[config.mk]
export PLATFORM = sky130hd
export DESIGN_NAME = fpa_div_stage
export DESIGN_NICKNAME = d
export VERILOG_FILES = /design/src/rtl/fpa_pkg.sv /design/src/rtl/fpa_div_stage.sv
export SDC_FILE = /design/constraint.sdc
export NUM_CORES = 1
export LEC_CHECK = 0
export BUFFER_PORTS_ARGS = -buffer_cell sky130_fd_sc_hd__buf_2
export CAP_MARGIN = 20
export CORE_MARGIN = 2
export CORE_UTILIZATION = 44
export CTS_BUF_LIST = sky130_fd_sc_hd__clkbuf_8
export DETAILED_ROUTE_END_ITERATION = 7
export GPL_TIMING_DRIVEN = 0
export MAX_ROUTING_LAYER = met4
export PLACE_DENSITY_LB_ADDON = 0.2
export SLEW_MARGIN = 20
export SYNTH_ARGS = -nofsm -noshare
export SYNTH_HDL_FRONTEND = slang
export SYNTH_SLANG_ARGS = --single-unit
[constraint.sdc]
create_clock -name clk -period 3.9 [get_ports clk]
set_clock_uncertainty 0.05 [all_clocks]
set_input_delay 0.78 -clock clk [delete_from_list [all_inputs] [get_ports clk]]
set_output_delay 0.78 -clock clk [all_outputs]
set_load 0.03 [all_outputs]
[src/rtl/fpa_pkg.sv]
// fpa_pkg: opcodes, constants and pipeline payload type of the fixed-point alu
// no dependencies; used by fpa_div_stage, fixed_point_alu and tb_top
`timescale 1ns / 1ps

package fpa_pkg;

    localparam int WORD_W        = 32;
    localparam int FRAC_BITS_DEF = 8;
    localparam int DIV_STEPS     = WORD_W;
    localparam int IN_TDATA_W    = 72;
    localparam int OUT_TDATA_W   = 40;

    localparam logic signed [WORD_W-1:0] SAT_MAX = 32'sh7FFF_FFFF;
    localparam logic signed [WORD_W-1:0] SAT_MIN = 32'sh8000_0000;

    typedef enum logic [3:0] {
        CMD_ADD      = 4'd0,
        CMD_SUB      = 4'd1,
        CMD_MUL      = 4'd2,
        CMD_DIV      = 4'd3,
        CMD_EQ       = 4'd4,
        CMD_NE       = 4'd5,
        CMD_LT       = 4'd6,
        CMD_LE       = 4'd7,
        CMD_GT       = 4'd8,
        CMD_GE       = 4'd9,
        CMD_MIN      = 4'd10,
        CMD_MAX      = 4'd11,
        CMD_INCR     = 4'd12,
        CMD_FROM_INT = 4'd13,
        CMD_TO_INT   = 4'd14
    } cmd_t;

    // payload carried down the pipeline
    typedef struct packed {
        logic [3:0]               op;
        logic signed [WORD_W-1:0] res;
        logic                     cmp;
        logic                     ov;
        logic                     dz;
        logic                     neg;      // quotient sign
        logic                     div_ovf;  // quotient known to exceed 32 bits
        logic [WORD_W-1:0]        rem;      // partial remainder
        logic [WORD_W-1:0]        den;      // divisor magnitude
        logic [WORD_W-1:0]        quo;      // numerator bits in, quotient bits out
    } pl_t;

endpackage

[src/rtl/fpa_div_stage.sv]
// fpa_div_stage: one registered restoring-division step, one quotient bit
// depends on fpa_pkg
`timescale 1ns / 1ps

module fpa_div_stage (
    input  logic          clk,
    input  logic          rst_n,
    input  logic          in_valid,
    output logic          in_ready,
    input  fpa_pkg::pl_t  in_data,
    output logic          out_valid,
    input  logic          out_ready,
    output fpa_pkg::pl_t  out_data
);
    import fpa_pkg::*;

    logic        valid_reg;
    pl_t         data_reg;
    pl_t         data_next;
    logic [WORD_W:0] trial;
    logic [WORD_W:0] diff;

    assign in_ready  = !valid_reg || out_ready;
    assign out_valid = valid_reg;
    assign out_data  = data_reg;

    always_comb
    begin
        data_next = in_data;
        trial     = {in_data.rem, in_data.quo[WORD_W-1]};
        diff      = trial - {1'b0, in_data.den};
        if (trial >= {1'b0, in_data.den})
        begin
            data_next.rem = diff[WORD_W-1:0];
            data_next.quo = {in_data.quo[WORD_W-2:0], 1'b1};
        end
        else
        begin
            data_next.rem = trial[WORD_W-1:0];
            data_next.quo = {in_data.quo[WORD_W-2:0], 1'b0};
        end
    end

    always_ff @(posedge clk or negedge rst_n)
    begin
        if (!rst_n)
        begin
            valid_reg <= 1'b0;
        end
        else if (in_ready)
        begin
            valid_reg <= in_valid;
        end
    end

    always_ff @(posedge clk)
    begin
        if (in_ready && in_valid)
        begin
            data_reg <= data_next;
        end
    end

endmodule

# --- Word-level counts from Yosys, hierarchy flattened ---
# Cells that the tools add are included.
classes:
  n_addsub: 1
  order_cmp: 1
  muxes: 2
  reduce_logical: 3
op_table:
  columns: ["cell", "count"]
  rows:
  - ["$ge 33x32->1", 1]
  - ["$mux 32", 1]
  - ["$sub 32x32->32", 1]
  - ["$logic_and 1x1->1", 1]
  - ["$logic_not 1->1", 1]
  - ["$logic_or 1x1->1", 1]
  - ["$mux 1", 1]
word_totals:
  ff_bits: 138
  in_bits: 141
  output_inout_bits: 139
  elab_cells: 18

# --- Longest topological paths before layout ---
# Gate-level depths: netlist of run 1.
logic_depth:
  depth_word: 3
  ltp_mapped: 13
  depth_no_buf: 12

# --- Least setup slack after synthesis of run 1 ---
# OpenSTA, ideal clock, no wires.
synth_timing:
  path_kind: "input-to-reg"
  startpoint: "input out_ready"
  endpoint: "register data_reg, in the netlist out_data[0] (enable)"
  setup_ps: 512
  arrival_time_ps: 4304
  path_slack_ps: -966
  cell_stages: 2
  n_path_buf: 0
  cell_sequence: "nand2b_1 > and2_1"
synth_between:
  elab_chain_len: 2
synth_lines:
  columns: ["item", "line_no", "source"]
  rows:
  - ["start, declared", "fpa_div_stage.sv:12", "input logic out_ready,"]
  - ["$logic_or 1x1->1", "fpa_div_stage.sv:23", "assign in_ready = !valid_reg || out_ready;"]
  - ["$logic_and 1x1->1", "fpa_div_stage.sv:58", "if (in_ready && in_valid)"]
  - ["end signal, assigned", "fpa_div_stage.sv:60", "data_reg <= data_next;"]
  - ["end, declared", "fpa_div_stage.sv:18", "pl_t data_reg;"]
# No other way between the ends.
# A chain may end at the register's enable or synchronous reset.

==> results of run 1 <==
-- final cells by class --
cell class	count	share of cell area
Clock buffer	18	0.0293
Buffer	18	0.0107
Multi-Input combinational cell	292	0.237
Timing Repair Buffer	285	0.174
Sequential cell	138	0.490
Clock inverter	14	0.0147
Tap cell	180	0.0267
Inverter	38	0.0169
-- layer usage --
metal,vias to the layer above,share of wire,routed length [microns]
li1,2416,-,-
met4,0,0.024,402
met2,232,0.51,8550
met1,2342,0.40,6760
met3,32,0.068,1160
met5,-,0,0
-- timing repair --
item                                    CTS  global route
endpoints found under the setup margin    0            23
resized for setup                         0             1
setup buffers                             0             4
endpoints found under the hold margin     0             0
-- flip-flops by register name, summed over array words and instances, names as in the netlist --
| name | flops |
|---|---|
| out_data | 137 |
| out_valid | 1 |
-- synth_stat cells (2+ instances only) --
cell type / count
a211oi_1: 3
a21o_1: 12
a21oi_1: 56
a2bb2oi_1: 2
a31oi_1: 5
and2_1: 3
and4_1: 2
buf_2: 8
buf_4: 3
clkbuf_1: 6
edfxtp_1: 137
ha_1: 32
inv_1: 38
mux2_1: 4
mux2_2: 6
nand2_1: 26
nand2b_1: 5
nand3_1: 8
nand4_1: 8
nor2_1: 35
nor2b_1: 3
nor3_1: 2
nor4_1: 4
o211ai_1: 4
o21a_1: 6
o21ai_0: 16
o21bai_1: 3
o22ai_1: 2
or4_1: 2
xnor2_1: 15
xor2_1: 12
-- power by group --
part	leakage, nW	internal, mW	switching [mW]	total [mW]
clock	0.192	0.524	0.578	1.10
combinational	2.24	0.293	0.538	0.831
sequential	1.31	1.76	0.0220	1.79
-- through the flow --
step / total power, mW / hold slack [ns] / area, sq um / cells / worst slack (ns)
2_1_floorplan: 2.38 / 0.434 / 6370 / 486 / 0.294
3_3_place_gp: 2.62 / 0.450 / 7990 / 945 / -0.324
3_5_place_dp: 2.64 / 0.498 / 8040 / 947 / -0.372
4_1_cts: 3.75 / 0.0116 / 8410 / 979 / 0.0969
5_1_grt: 3.90 / 0.000294 / 8450 / 983 / 0.0402
6_report: 3.72 / 0.0449 / 8450 / 983 / 0.177
-- cells by family (layout without fill, tap and decap cells) --
group | count (synthesis) | after routing | share of synthesized area
buf+inv | 56 | 373 | 0.0365
compound gates | 119 | 119 | 0.115
simple gates | 102 | 102 | 0.0760
xor+xnor | 27 | 27 | 0.0371
mux | 11 | 11 | 0.0193
fa+ha+maj | 33 | 33 | 0.0660
flops | 138 | 138 | 0.650
-- cell usage in the layout, fill, tap and decap left out, drive strengths merged, types with 2 or more instances in the layout --
| cell | synthesis | final |
|---|---|---|
| a211oi | 4 | 4 |
| and2 | 3 | 3 |
| nand4 | 8 | 8 |
| nand3 | 8 | 8 |
| nand2b | 5 | 5 |
| o21bai | 3 | 3 |
| o21a | 6 | 6 |
| and4 | 2 | 2 |
| a31oi | 5 | 5 |
| xnor2 | 15 | 15 |
| clkbuf | 7 | 25 |
| nor3 | 2 | 2 |
| buf | 11 | 296 |
| o31ai | 2 | 2 |
| mux2 | 10 | 10 |
| clkinvlp | 0 | 2 |
| o211ai | 4 | 4 |
| ha | 32 | 32 |
| o22ai | 2 | 2 |
| or4 | 2 | 2 |
| a21o | 12 | 12 |
| o21ai | 18 | 18 |
| clkinv | 0 | 7 |
| inv | 38 | 42 |
| nor4 | 4 | 4 |
| a2bb2oi | 2 | 2 |
| nor2 | 35 | 35 |
| a21oi | 56 | 56 |
| xor2 | 12 | 12 |
| nor2b | 3 | 3 |
| edfxtp | 137 | 137 |
| nand2 | 26 | 26 |
-- worst paths after layout --
check	from	endpoint	slack, ns	depth (start not counted)
max	in_data[31]	out_data[94]$_DFFE_PP_	0.18	13
min in group clk	in_data[112]	out_data[112]$_DFFE_PP_	0.45	1
min	rst_n	out_valid$_DFFE_PN0N_	0.04	1
min reg2reg	out_valid$_DFFE_PN0N_	out_valid$_DFFE_PN0N_	0.51	2
max in group asynchronous	rst_n	out_valid$_DFFE_PN0N_	3.67	1
max reg2reg	out_valid$_DFFE_PN0N_	out_data[52]$_DFFE_PP_	1.88	4
==> impl_results.md, run 1 <==
- GPL Wtd Cong: approximately 0.87
- Max-cap violations: 0
- Required @ worst endpoint: 4.05 ns
- Post-synth top flop: edfxtp_1
- Syn Std Cell Area: 6370 sq um
- CTS sink cnt: 138
- Max Clk Rate: around 270 MHz
- Period Utilization, post-route: 0.955
- # DRC: 0
- DIE AREA: 15400 sq um
- Crit path DAT: ~3.9 ns
- Final setup violation count: 0
- Synth-to-layout area growth: 32.7%
- CP endpoint kind: flip-flop
- Antenna Nets Post-Route: 0
- Pleak: 3.74 nW
- Clock root buffer: clkbuf_8
- Seq/Total Area, Yosys: 0.650
- Yosys warning count: 0
- Most Crowded Layer GR: met2
- Share of cells above drive strength 1: 0.423
- Final HPWL DP: ~13000 microns
- WL final: 16900 microns
- Status: complete, no violations
- Crit-path slowest cell: o311a_1
- Vias in the first global route: slightly below 5000
- Seq cells post-synth: 138
- Via count: 5022
- Critical-path cell list: buf_2 > inv_1 > ha_1 > fa_1 > nand2b_1 > a21oi_1 > o21ai_0 > o311a_1 > a31oi_1 > a21oi_1 > o41ai_2 > xor2_1 > mux2_1
- # fillers: 1204
- Max Root-Sink Buffers: 2
- WL per Instance: 17.2 microns
- Max-slew violations: 0
- PD cells: 440 nW/um^2
- Clk_lat worst skew: 0.44 ns
- Worst path max stage delay: approximately 0.42 ns
- TritonCTS buffer count: 17
- Worst vdd ir: 190 uV
- Buf+Inv Stages, Crit Path: 2
- FF/Latch Area: around 4100 sq um
- Initial DRC Count: ~340
- Die width: ~120 microns
- Top delay family on crit path: compound AO/OA/AOI/OAI gates
- Largest fanout on the critical path: 4
- Fin. Hold Viols: 0
- Hold buffer count at CTS: 0
- CTS tree: done
- Vias per cell: 5.11
- Clk slew on worst S/H paths: roughly 0.080 ns
- GRT overflow: 0
- IO buf count: 279
- Ranking of synthesized cells by area: edfxtp_1 (65%), ha_1 (6.3%), a21oi_1 (4.4%)
- Multi-input logic area: 2010 sq um
- Yosys top cell by area: edfxtp_1
- EDFF count, synth: 137
- DR pass1 iterations: 5
- Util after Layout: 0.604
- Initial antenna violation count: 0
- Core region area: between 10000 and 15000 sq um
- Critical Path Most Common Cell: a21oi_1
- Ports: 280
- Mean Syn Cell Area: 13.1 sq um
- Min-Delay Path Class: input pin to asynchronous set/reset pin
- Synth async-reset ratio: 0.00725
- Max-slew headroom: 0.623
- Final min period: 3.72 ns
- # nets final: 964
- Std-Cell Rows: 43
- Crit Path Class: input pin to flip-flop
- Tot GR Track Use: 0.225
- Setup TNS: 0 ns
- Syn Inst Count: 486
- Largest net degree at the start of global routing: 55
- RSZ-0062 raised after global routing: false
- Post-synthesis net count: 660
- Die H: 124 microns
- Worst setup SP type: input pin
- Met2 usage: 0.372
- Met3 GRT Util: 0.0670
- Unique masters post-synth: 49
- N_diodes: 0
- Least-Margin Pin Slew: 0.560 ns
- H-tree depth: 4
- Yosys top cell area share: 0.646
- Initial core utilization: 0.455
- M1 GR Usage: 0.261
- Global-route wire length before repair: 26400 microns
No activity file was read; power rests on OpenSTA's default activity.
==> run 2: changes to the inputs <==
Settings changed: REMOVE_ABC_BUFFERS set to 1.
==> run 2 against run 1 <==
Flip-flop and latch count unchanged. Via count decreased by 1.1%. Clock power increased by 14%. Wire length decreased by 2.7%. First-iteration DRC count decreased by 13%. Non-clock buffer count decreased by 16.
==> impl_results.md, run 2 (same netlist as run 1, synthesis figures left out) <==
- R2r endpoint: out_data[17]$_DFFE_PP_ (was out_data[52]$_DFFE_PP_)
- Fin. Hold Viols: 0 (unchanged)
- Die width: 124 microns (unchanged)
- RSZ-0062 raised after global routing: false (unchanged)
- Std-Cell Rows: 43 (unchanged)
- Top delay family on crit path: compound AO/OA/AOI/OAI gates (unchanged)
- Max Clk Rate: 271 MHz (was 269 MHz)
- Required @ worst endpoint: 4.06 ns (was 4.05 ns)
- Hold_ws: 0.0409 ns (was 0.0449 ns)
- CP endpoint kind: flip-flop (unchanged)
- Clk_lat worst skew: 0.45 ns (was 0.44 ns)
- GPL Wtd Cong: 0.899 (was 0.867)
- Period Utilization, post-route: 0.948 (was 0.955)
- Crit-path slowest cell: o311a_1 (unchanged)
- Largest net degree at the start of global routing: 54 (was 55)
- Least-Margin Pin Slew: 0.727 ns (was 0.560 ns)
- Clock root buffer: clkbuf_8 (unchanged)
- WL per Instance: 16.9 microns (was 17.2 microns)
- Levels on crit path: 13 (unchanged)
- Via count: 4966 (was 5022)
- Worst vdd ir: 216 uV (was 190 uV)
- Synth-to-layout area growth: 32.4% (was 32.7%)
- Initial core utilization: 0.455 (unchanged)
- # fillers: 1192 (was 1204)
- CTS sink cnt: 138 (unchanged)
- TritonCTS buffer count: 17 (unchanged)
- Finished Cell Area: 8430 sq um (was 8450 sq um)
- DIE AREA: 15400 sq um (unchanged)
- CTS tree: done (unchanged)
- FF/Latch Area: 4140 sq um (unchanged)
- Commonest non-fill, non-tap cells in the layout: buf_2 (279), edfxtp_1 (137), a21oi_1 (56), inv_1 (38), nor2_1 (35) (was buf_2 (287), edfxtp_1 (137), a21oi_1 (56), inv_1 (39), nor2_1 (35))
- Worst setup SP type: input pin (unchanged)
- Crit Path Class: input pin to flip-flop (unchanged)
- IO buf count: 279 (unchanged)
- Buf+Inv Stages, Crit Path: 2 (unchanged)
- Antenna Nets Post-Route: 0 (unchanged)
- Internal power: 2.70 mW (was 2.58 mW)
- Status: complete, no violations (unchanged)
- Combinational power share: 0.212 (was 0.224)
- Vias in the first global route: 4997 (was 4975)
- Net Switching: 1.15 mW (was 1.14 mW)
- # DRC: 0 (unchanged)
- Ports: 280 (unchanged)
- Capture point of the critical path: out_data[94]$_DFFE_PP_ (unchanged)
- Util after Layout: 0.603 (was 0.604)
- Max Root-Sink Buffers: 2 (unchanged)
- Sw Share: 0.299 (was 0.306)
- Max reg flops: 137 (unchanged)
- Clk slew on worst S/H paths: 0.08 ns (about the same)
- Largest fanout on the critical path: 4 (unchanged)
- WL final: 16400 microns (was 16900 microns)
- Final min period: 3.70 ns (was 3.72 ns)
- Critical Path Most Common Cell: a21oi_1 (unchanged)
- Max-cap violations: 0 (unchanged)
- Global-route wire length before repair: 25400 microns (was 26400 microns)
- R2r setup slk: 2.05 ns (was 1.88 ns)
- Share of cells above drive strength 1: 0.418 (was 0.423)
- R2R depth: 3 (was 4)
- Core region area: 14000 sq um (unchanged)
- Max-slew headroom: 0.515 (was 0.623)
- Most common cell after layout, fill and taps aside: buf_2 (unchanged)
- Tot GR Track Use: 0.215 (was 0.225)
- Clk pwr share: 0.325 (was 0.296)
- Max-slew violations: 0 (unchanged)
- # nets final: 948 (was 964)
- GRT overflow: 0 (unchanged)
- Final setup violation count: 0 (unchanged)
- Initial antenna violation count: 2 (was 0)
- Final HPWL DP: 12800 microns (was 13100 microns)
- Post-CTS Resized: 0 (unchanged)
- Min-Delay Path Class: input pin to asynchronous set/reset pin (unchanged)
- Crit path launch: in_data[31] (unchanged)
- Crit path DAT: 3.85 ns (was 3.87 ns)
- Multi-input logic area: 2000 sq um (was 2010 sq um)
- Setup TNS: 0 ns (unchanged)
- Crit Reg-Reg Startpoint: out_valid$_DFFE_PN0N_ (unchanged)
- DP Area: 7980 sq um (was 8040 sq um)
- Critical-path cell list: buf_2 > inv_1 > ha_1 > fa_1 > nand2b_1 > a21oi_1 > o21ai_0 > o311a_1 > a31oi_1 > a21oi_1 > o41ai_1 > xor2_1 > mux2_1 (was buf_2 > inv_1 > ha_1 > fa_1 > nand2b_1 > a21oi_1 > o21ai_0 > o311a_1 > a31oi_1 > a21oi_1 > o41ai_2 > xor2_1 > mux2_1)
- Worst path max stage delay: 0.41 ns (was 0.42 ns)
- Sequential share of power: 0.463 (was 0.480)
- Pleak: 3.72 nW (was 3.74 nW)
- Hold buffer count at CTS: 0 (unchanged)
- Initial DRC Count: 292 (was 335)
- DR pass1 iterations: 5 (unchanged)
- Pre-CTS worst setup slack: -0.506 ns (was -0.372 ns)
- PD cells: 457 nW/um^2 (was 440 nW/um^2)
- Vias per cell: 5.12 (was 5.11)
- H-tree depth: 4 (unchanged)
- Setup WS post-layout: 0.204 ns (was 0.177 ns)
- Die H: 124 microns (unchanged)
## run 2: area by class of cell
class | count | area share
tap | 180 | 0.0267
sequential | 138 | 0.491
antenna | 2 | 0.000594
multi-input combinational | 292 | 0.237
inverter | 38 | 0.0169
clock buffer | 17 | 0.0278
timing repair buffer | 287 | 0.178
clock inverter | 15 | 0.0226
## run 2: layer usage
metal	vias up	share of wire	track usage
li1	2386	-	-
met1	2357	0.41	0.243
met2	205	0.50	0.365
met3	18	0.068	0.0730
met4	0	0.017	0.0648
met5	-	0	-
## run 2: metrics by stage
| step | cells | power, mW |
|---|---|---|
| 3_3_place_gp | 927 | 2.62 |
| 4_1_cts | 964 | 3.89 |
| 5_1_grt | 969 | 4.02 |
| 6_report | 969 | 3.86 |
| 2_1_floorplan | 468 | 2.37 |
| 3_5_place_dp | 932 | 2.63 |
## run 2: repair_timing
action / in CTS / in global routing
pin swaps: 1 / 1
setup endpoints to repair: 5 / 6
buffers inserted: 0 / 3
## run 2: worst min path at each step
stage	depth (start not counted)	slack [ns]	start	end
2_1_floorplan	0	0.43	rst_n	out_valid$_DFFE_PN0N_
3_3_place_gp	2	0.45	out_valid$_DFFE_PN0N_	out_valid$_DFFE_PN0N_
3_5_place_dp	1	0.51	rst_n	out_valid$_DFFE_PN0N_
4_1_cts	1	0.009	rst_n	out_valid$_DFFE_PN0N_
5_1_grt	1	0.01	rst_n	out_valid$_DFFE_PN0N_
6_report	1	0.04	rst_n	out_valid$_DFFE_PN0N_
## run 2: worst register-to-register path: stages, from the launching register on
cell and delay, ns:
dfrtp_1 0.39, nand2b_1 0.12, and2_4 0.62, buf_12 0.33
## run 2: power groups by stage
stage	combinational [mW]	clock, mW	sequential [mW]
after floorplan	0.341	0	2.03
after global placement	0.789	0	1.83
after detailed placement	0.814	0	1.82
after CTS	0.819	1.28	1.79
after global routing	0.886	1.34	1.79
final	0.819	1.25	1.78
==> run 3: changes to the inputs <==
Settings changed: RECOVER_POWER set to 25.
==> run 3 against run 2 <==
Register-to-register slack barely moved. Clock power about the same. Highest routed layer unchanged. Utilization decreased by 0.17 points. Critical endpoint unchanged. Final cell count unchanged. Fmax about the same. Sequential power barely moved. Sequential share of layout area increased by 0.14 points.
==> impl_results.md, run 3 (same netlist as run 1, synthesis figures left out) <==
- Pleak: 3.67 nW (was 3.72 nW)
- H-tree depth: 4 (unchanged)
- Worst path max stage delay: 0.41 ns (about the same)
- Hold_ws: 0.0416 ns (was 0.0409 ns)
- # fillers: 1198 (was 1192)
- Tot GR Track Use: 0.215 (unchanged)
- Final HPWL DP: 12800 microns (unchanged)
- Top delay family on crit path: compound AO/OA/AOI/OAI gates (unchanged)
- Crit Path Class: input pin to flip-flop (unchanged)
- Buf+Inv Stages, Crit Path: 2 (unchanged)
- Vias per cell: 5.12 (about the same)
- Max-cap violations: 0 (unchanged)
- Crit-path slowest cell: o311a_1 (unchanged)
- Initial core utilization: 0.455 (unchanged)
- DR pass1 iterations: 5 (unchanged)
- Min-Delay Path Class: input pin to asynchronous set/reset pin (unchanged)
- Synth-to-layout area growth: 32.0% (was 32.4%)
- Share of cells above drive strength 1: 0.394 (was 0.418)
- Std-Cell Rows: 43 (unchanged)
- Max Clk Rate: 271 MHz (about the same)
- Max-slew headroom: 0.515 (about the same)
- # nets final: 948 (unchanged)
- Global-route wire length before repair: 25400 microns (unchanged)
- Critical-path cell list: buf_2 > inv_1 > ha_1 > fa_1 > nand2b_1 > a21oi_1 > o21ai_0 > o311a_1 > a31oi_1 > a21oi_1 > o41ai_1 > xor2_1 > mux2_1 (unchanged)
- Most common cell after layout, fill and taps aside: buf_2 (unchanged)
- Worst setup SP type: input pin (unchanged)
- Commonest non-fill, non-tap cells in the layout: buf_2 (260), edfxtp_1 (137), a21oi_1 (56), inv_1 (38), nor2_1 (35) (was buf_2 (279), edfxtp_1 (137), a21oi_1 (56), inv_1 (38), nor2_1 (35))
- Final min period: 3.70 ns (about the same)
- Antenna Nets Post-Route: 0 (unchanged)
- CTS sink cnt: 138 (unchanged)
- Clk_lat worst skew: 0.45 ns (about the same)
- DIE AREA: 15400 sq um (unchanged)
- Via count: 4963 (was 4966)
- IO buf count: 279 (unchanged)
- Die width: 124 microns (unchanged)
- Clk slew on worst S/H paths: 0.08 ns (about the same)
- Period Utilization, post-route: 0.948 (about the same)
- Largest fanout on the critical path: 4 (unchanged)
- CP endpoint kind: flip-flop (unchanged)
- Core region area: 14000 sq um (unchanged)
- CTS tree: done (unchanged)
- Tot Pwr: 3.85 mW (was 3.86 mW)
- Initial antenna violation count: 2 (unchanged)
- Final setup violation count: 0 (unchanged)
- # placed instances: 932 (unchanged)
- Clock root buffer: clkbuf_8 (unchanged)
- Least-Margin Pin Slew: 0.727 ns (about the same)
- WL final: 16400 microns (about the same)
- Die H: 124 microns (unchanged)
- Largest net degree at the start of global routing: 54 (unchanged)
- Worst vdd ir: 216 uV (about the same)
- TritonCTS buffer count: 17 (unchanged)
- Ports: 280 (unchanged)
- RSZ-0062 raised after global routing: false (unchanged)
- Max-slew violations: 0 (unchanged)
- Crit path DAT: 3.85 ns (about the same)
- Required @ worst endpoint: 4.06 ns (about the same)
- WL per Instance: 16.9 microns (about the same)
- Max reg flops: 137 (unchanged)
- Status: complete, no violations (unchanged)
- Initial DRC Count: 289 (was 292)
- Pre-CTS worst setup slack: -0.506 ns (unchanged)
- Critical Path Most Common Cell: a21oi_1 (unchanged)
- # DRC: 0 (unchanged)
- Max Root-Sink Buffers: 2 (unchanged)
- PD cells: 458 nW/um^2 (was 457 nW/um^2)
- Vias in the first global route: 4997 (unchanged)
- Non-filler cells in the finished layout: 969 (unchanged)
- GRT overflow: 0 (unchanged)
- Post-CTS Resized: 0 (unchanged)
- Setup WS post-layout: 0.204 ns (about the same)
- Fin. Hold Viols: 0 (unchanged)
- GPL Wtd Cong: 0.899 (unchanged)
[run 3: cell count changes in the layout (fill, tap and decap cells not counted)]
cell and change:
buf_2 -19, clkbuf_1 +19
[run 3: final timing paths]
| kind | slack, ns | cells after the start | startpoint | endpoint |
|---|---|---|---|---|
| min in group clk | 0.45 | 1 | in_data[126] | out_data[126]$_DFFE_PP_ |
| min | 0.04 | 1 | rst_n | out_valid$_DFFE_PN0N_ |
| max reg2reg | 2.05 | 3 | out_valid$_DFFE_PN0N_ | out_data[17]$_DFFE_PP_ |
| max | 0.20 | 13 | in_data[31] | out_data[94]$_DFFE_PP_ |
| max in group asynchronous | 3.64 | 1 | rst_n | out_valid$_DFFE_PN0N_ |
| min reg2reg | 0.53 | 2 | out_valid$_DFFE_PN0N_ | out_valid$_DFFE_PN0N_ |
[run 3: routing by layer]
layer	vias to the layer above	track usage	wire length [microns]
met1	2345	0.243	6710
met3	23	0.0730	1130
met5	-	-	0
met4	0	0.0648	274
li1	2387	-	-
met2	208	0.365	8270
[run 3: final cells by class]
cell class / instances / area (sq um) / share of cell area
flip-flops and latches: 138 / 4140 / 0.492
multi-input cells: 292 / 2000 / 0.238
repair buffers: 287 / 1470 / 0.175
clock buffers: 17 / 234 / 0.0278
well taps: 180 / 225 / 0.0268
clock inverters: 15 / 190 / 0.0226
inverters: 38 / 143 / 0.0170
diodes: 2 / 5.00 / 0.000595
[run 3: through the flow]
| stage | TNS, ns | util | instance area [sq um] |
|---|---|---|---|
| finish | 0 | 0.601 | 8410 |
| detailed placement | -5.38 | 0.570 | 7980 |
| global route | 0 | 0.601 | 8410 |
| CTS | 0 | 0.601 | 8400 |
| global placement | -291.77 | 0.565 | 7900 |
| floorplan | -138.19 | - | 6280 |
[run 3: report_power, final]
group / internal, mW / leakage [nW] / switching, mW
Combinational: 0.289 / 2.14 / 0.527
Sequential: 1.76 / 1.31 / 0.0216
Clock: 0.648 / 0.213 / 0.602
Total: 2.70 / 3.67 / 1.15
[run 3: repair_timing]
| item | CTS | global route |
|---|---|---|
| pin swaps | 1 | 1 |
| endpoints found under the setup margin | 5 | 6 |
| hold buffers | 0 | 0 |
| setup buffers | 0 | 3 |
| cloned | 0 | 0 |
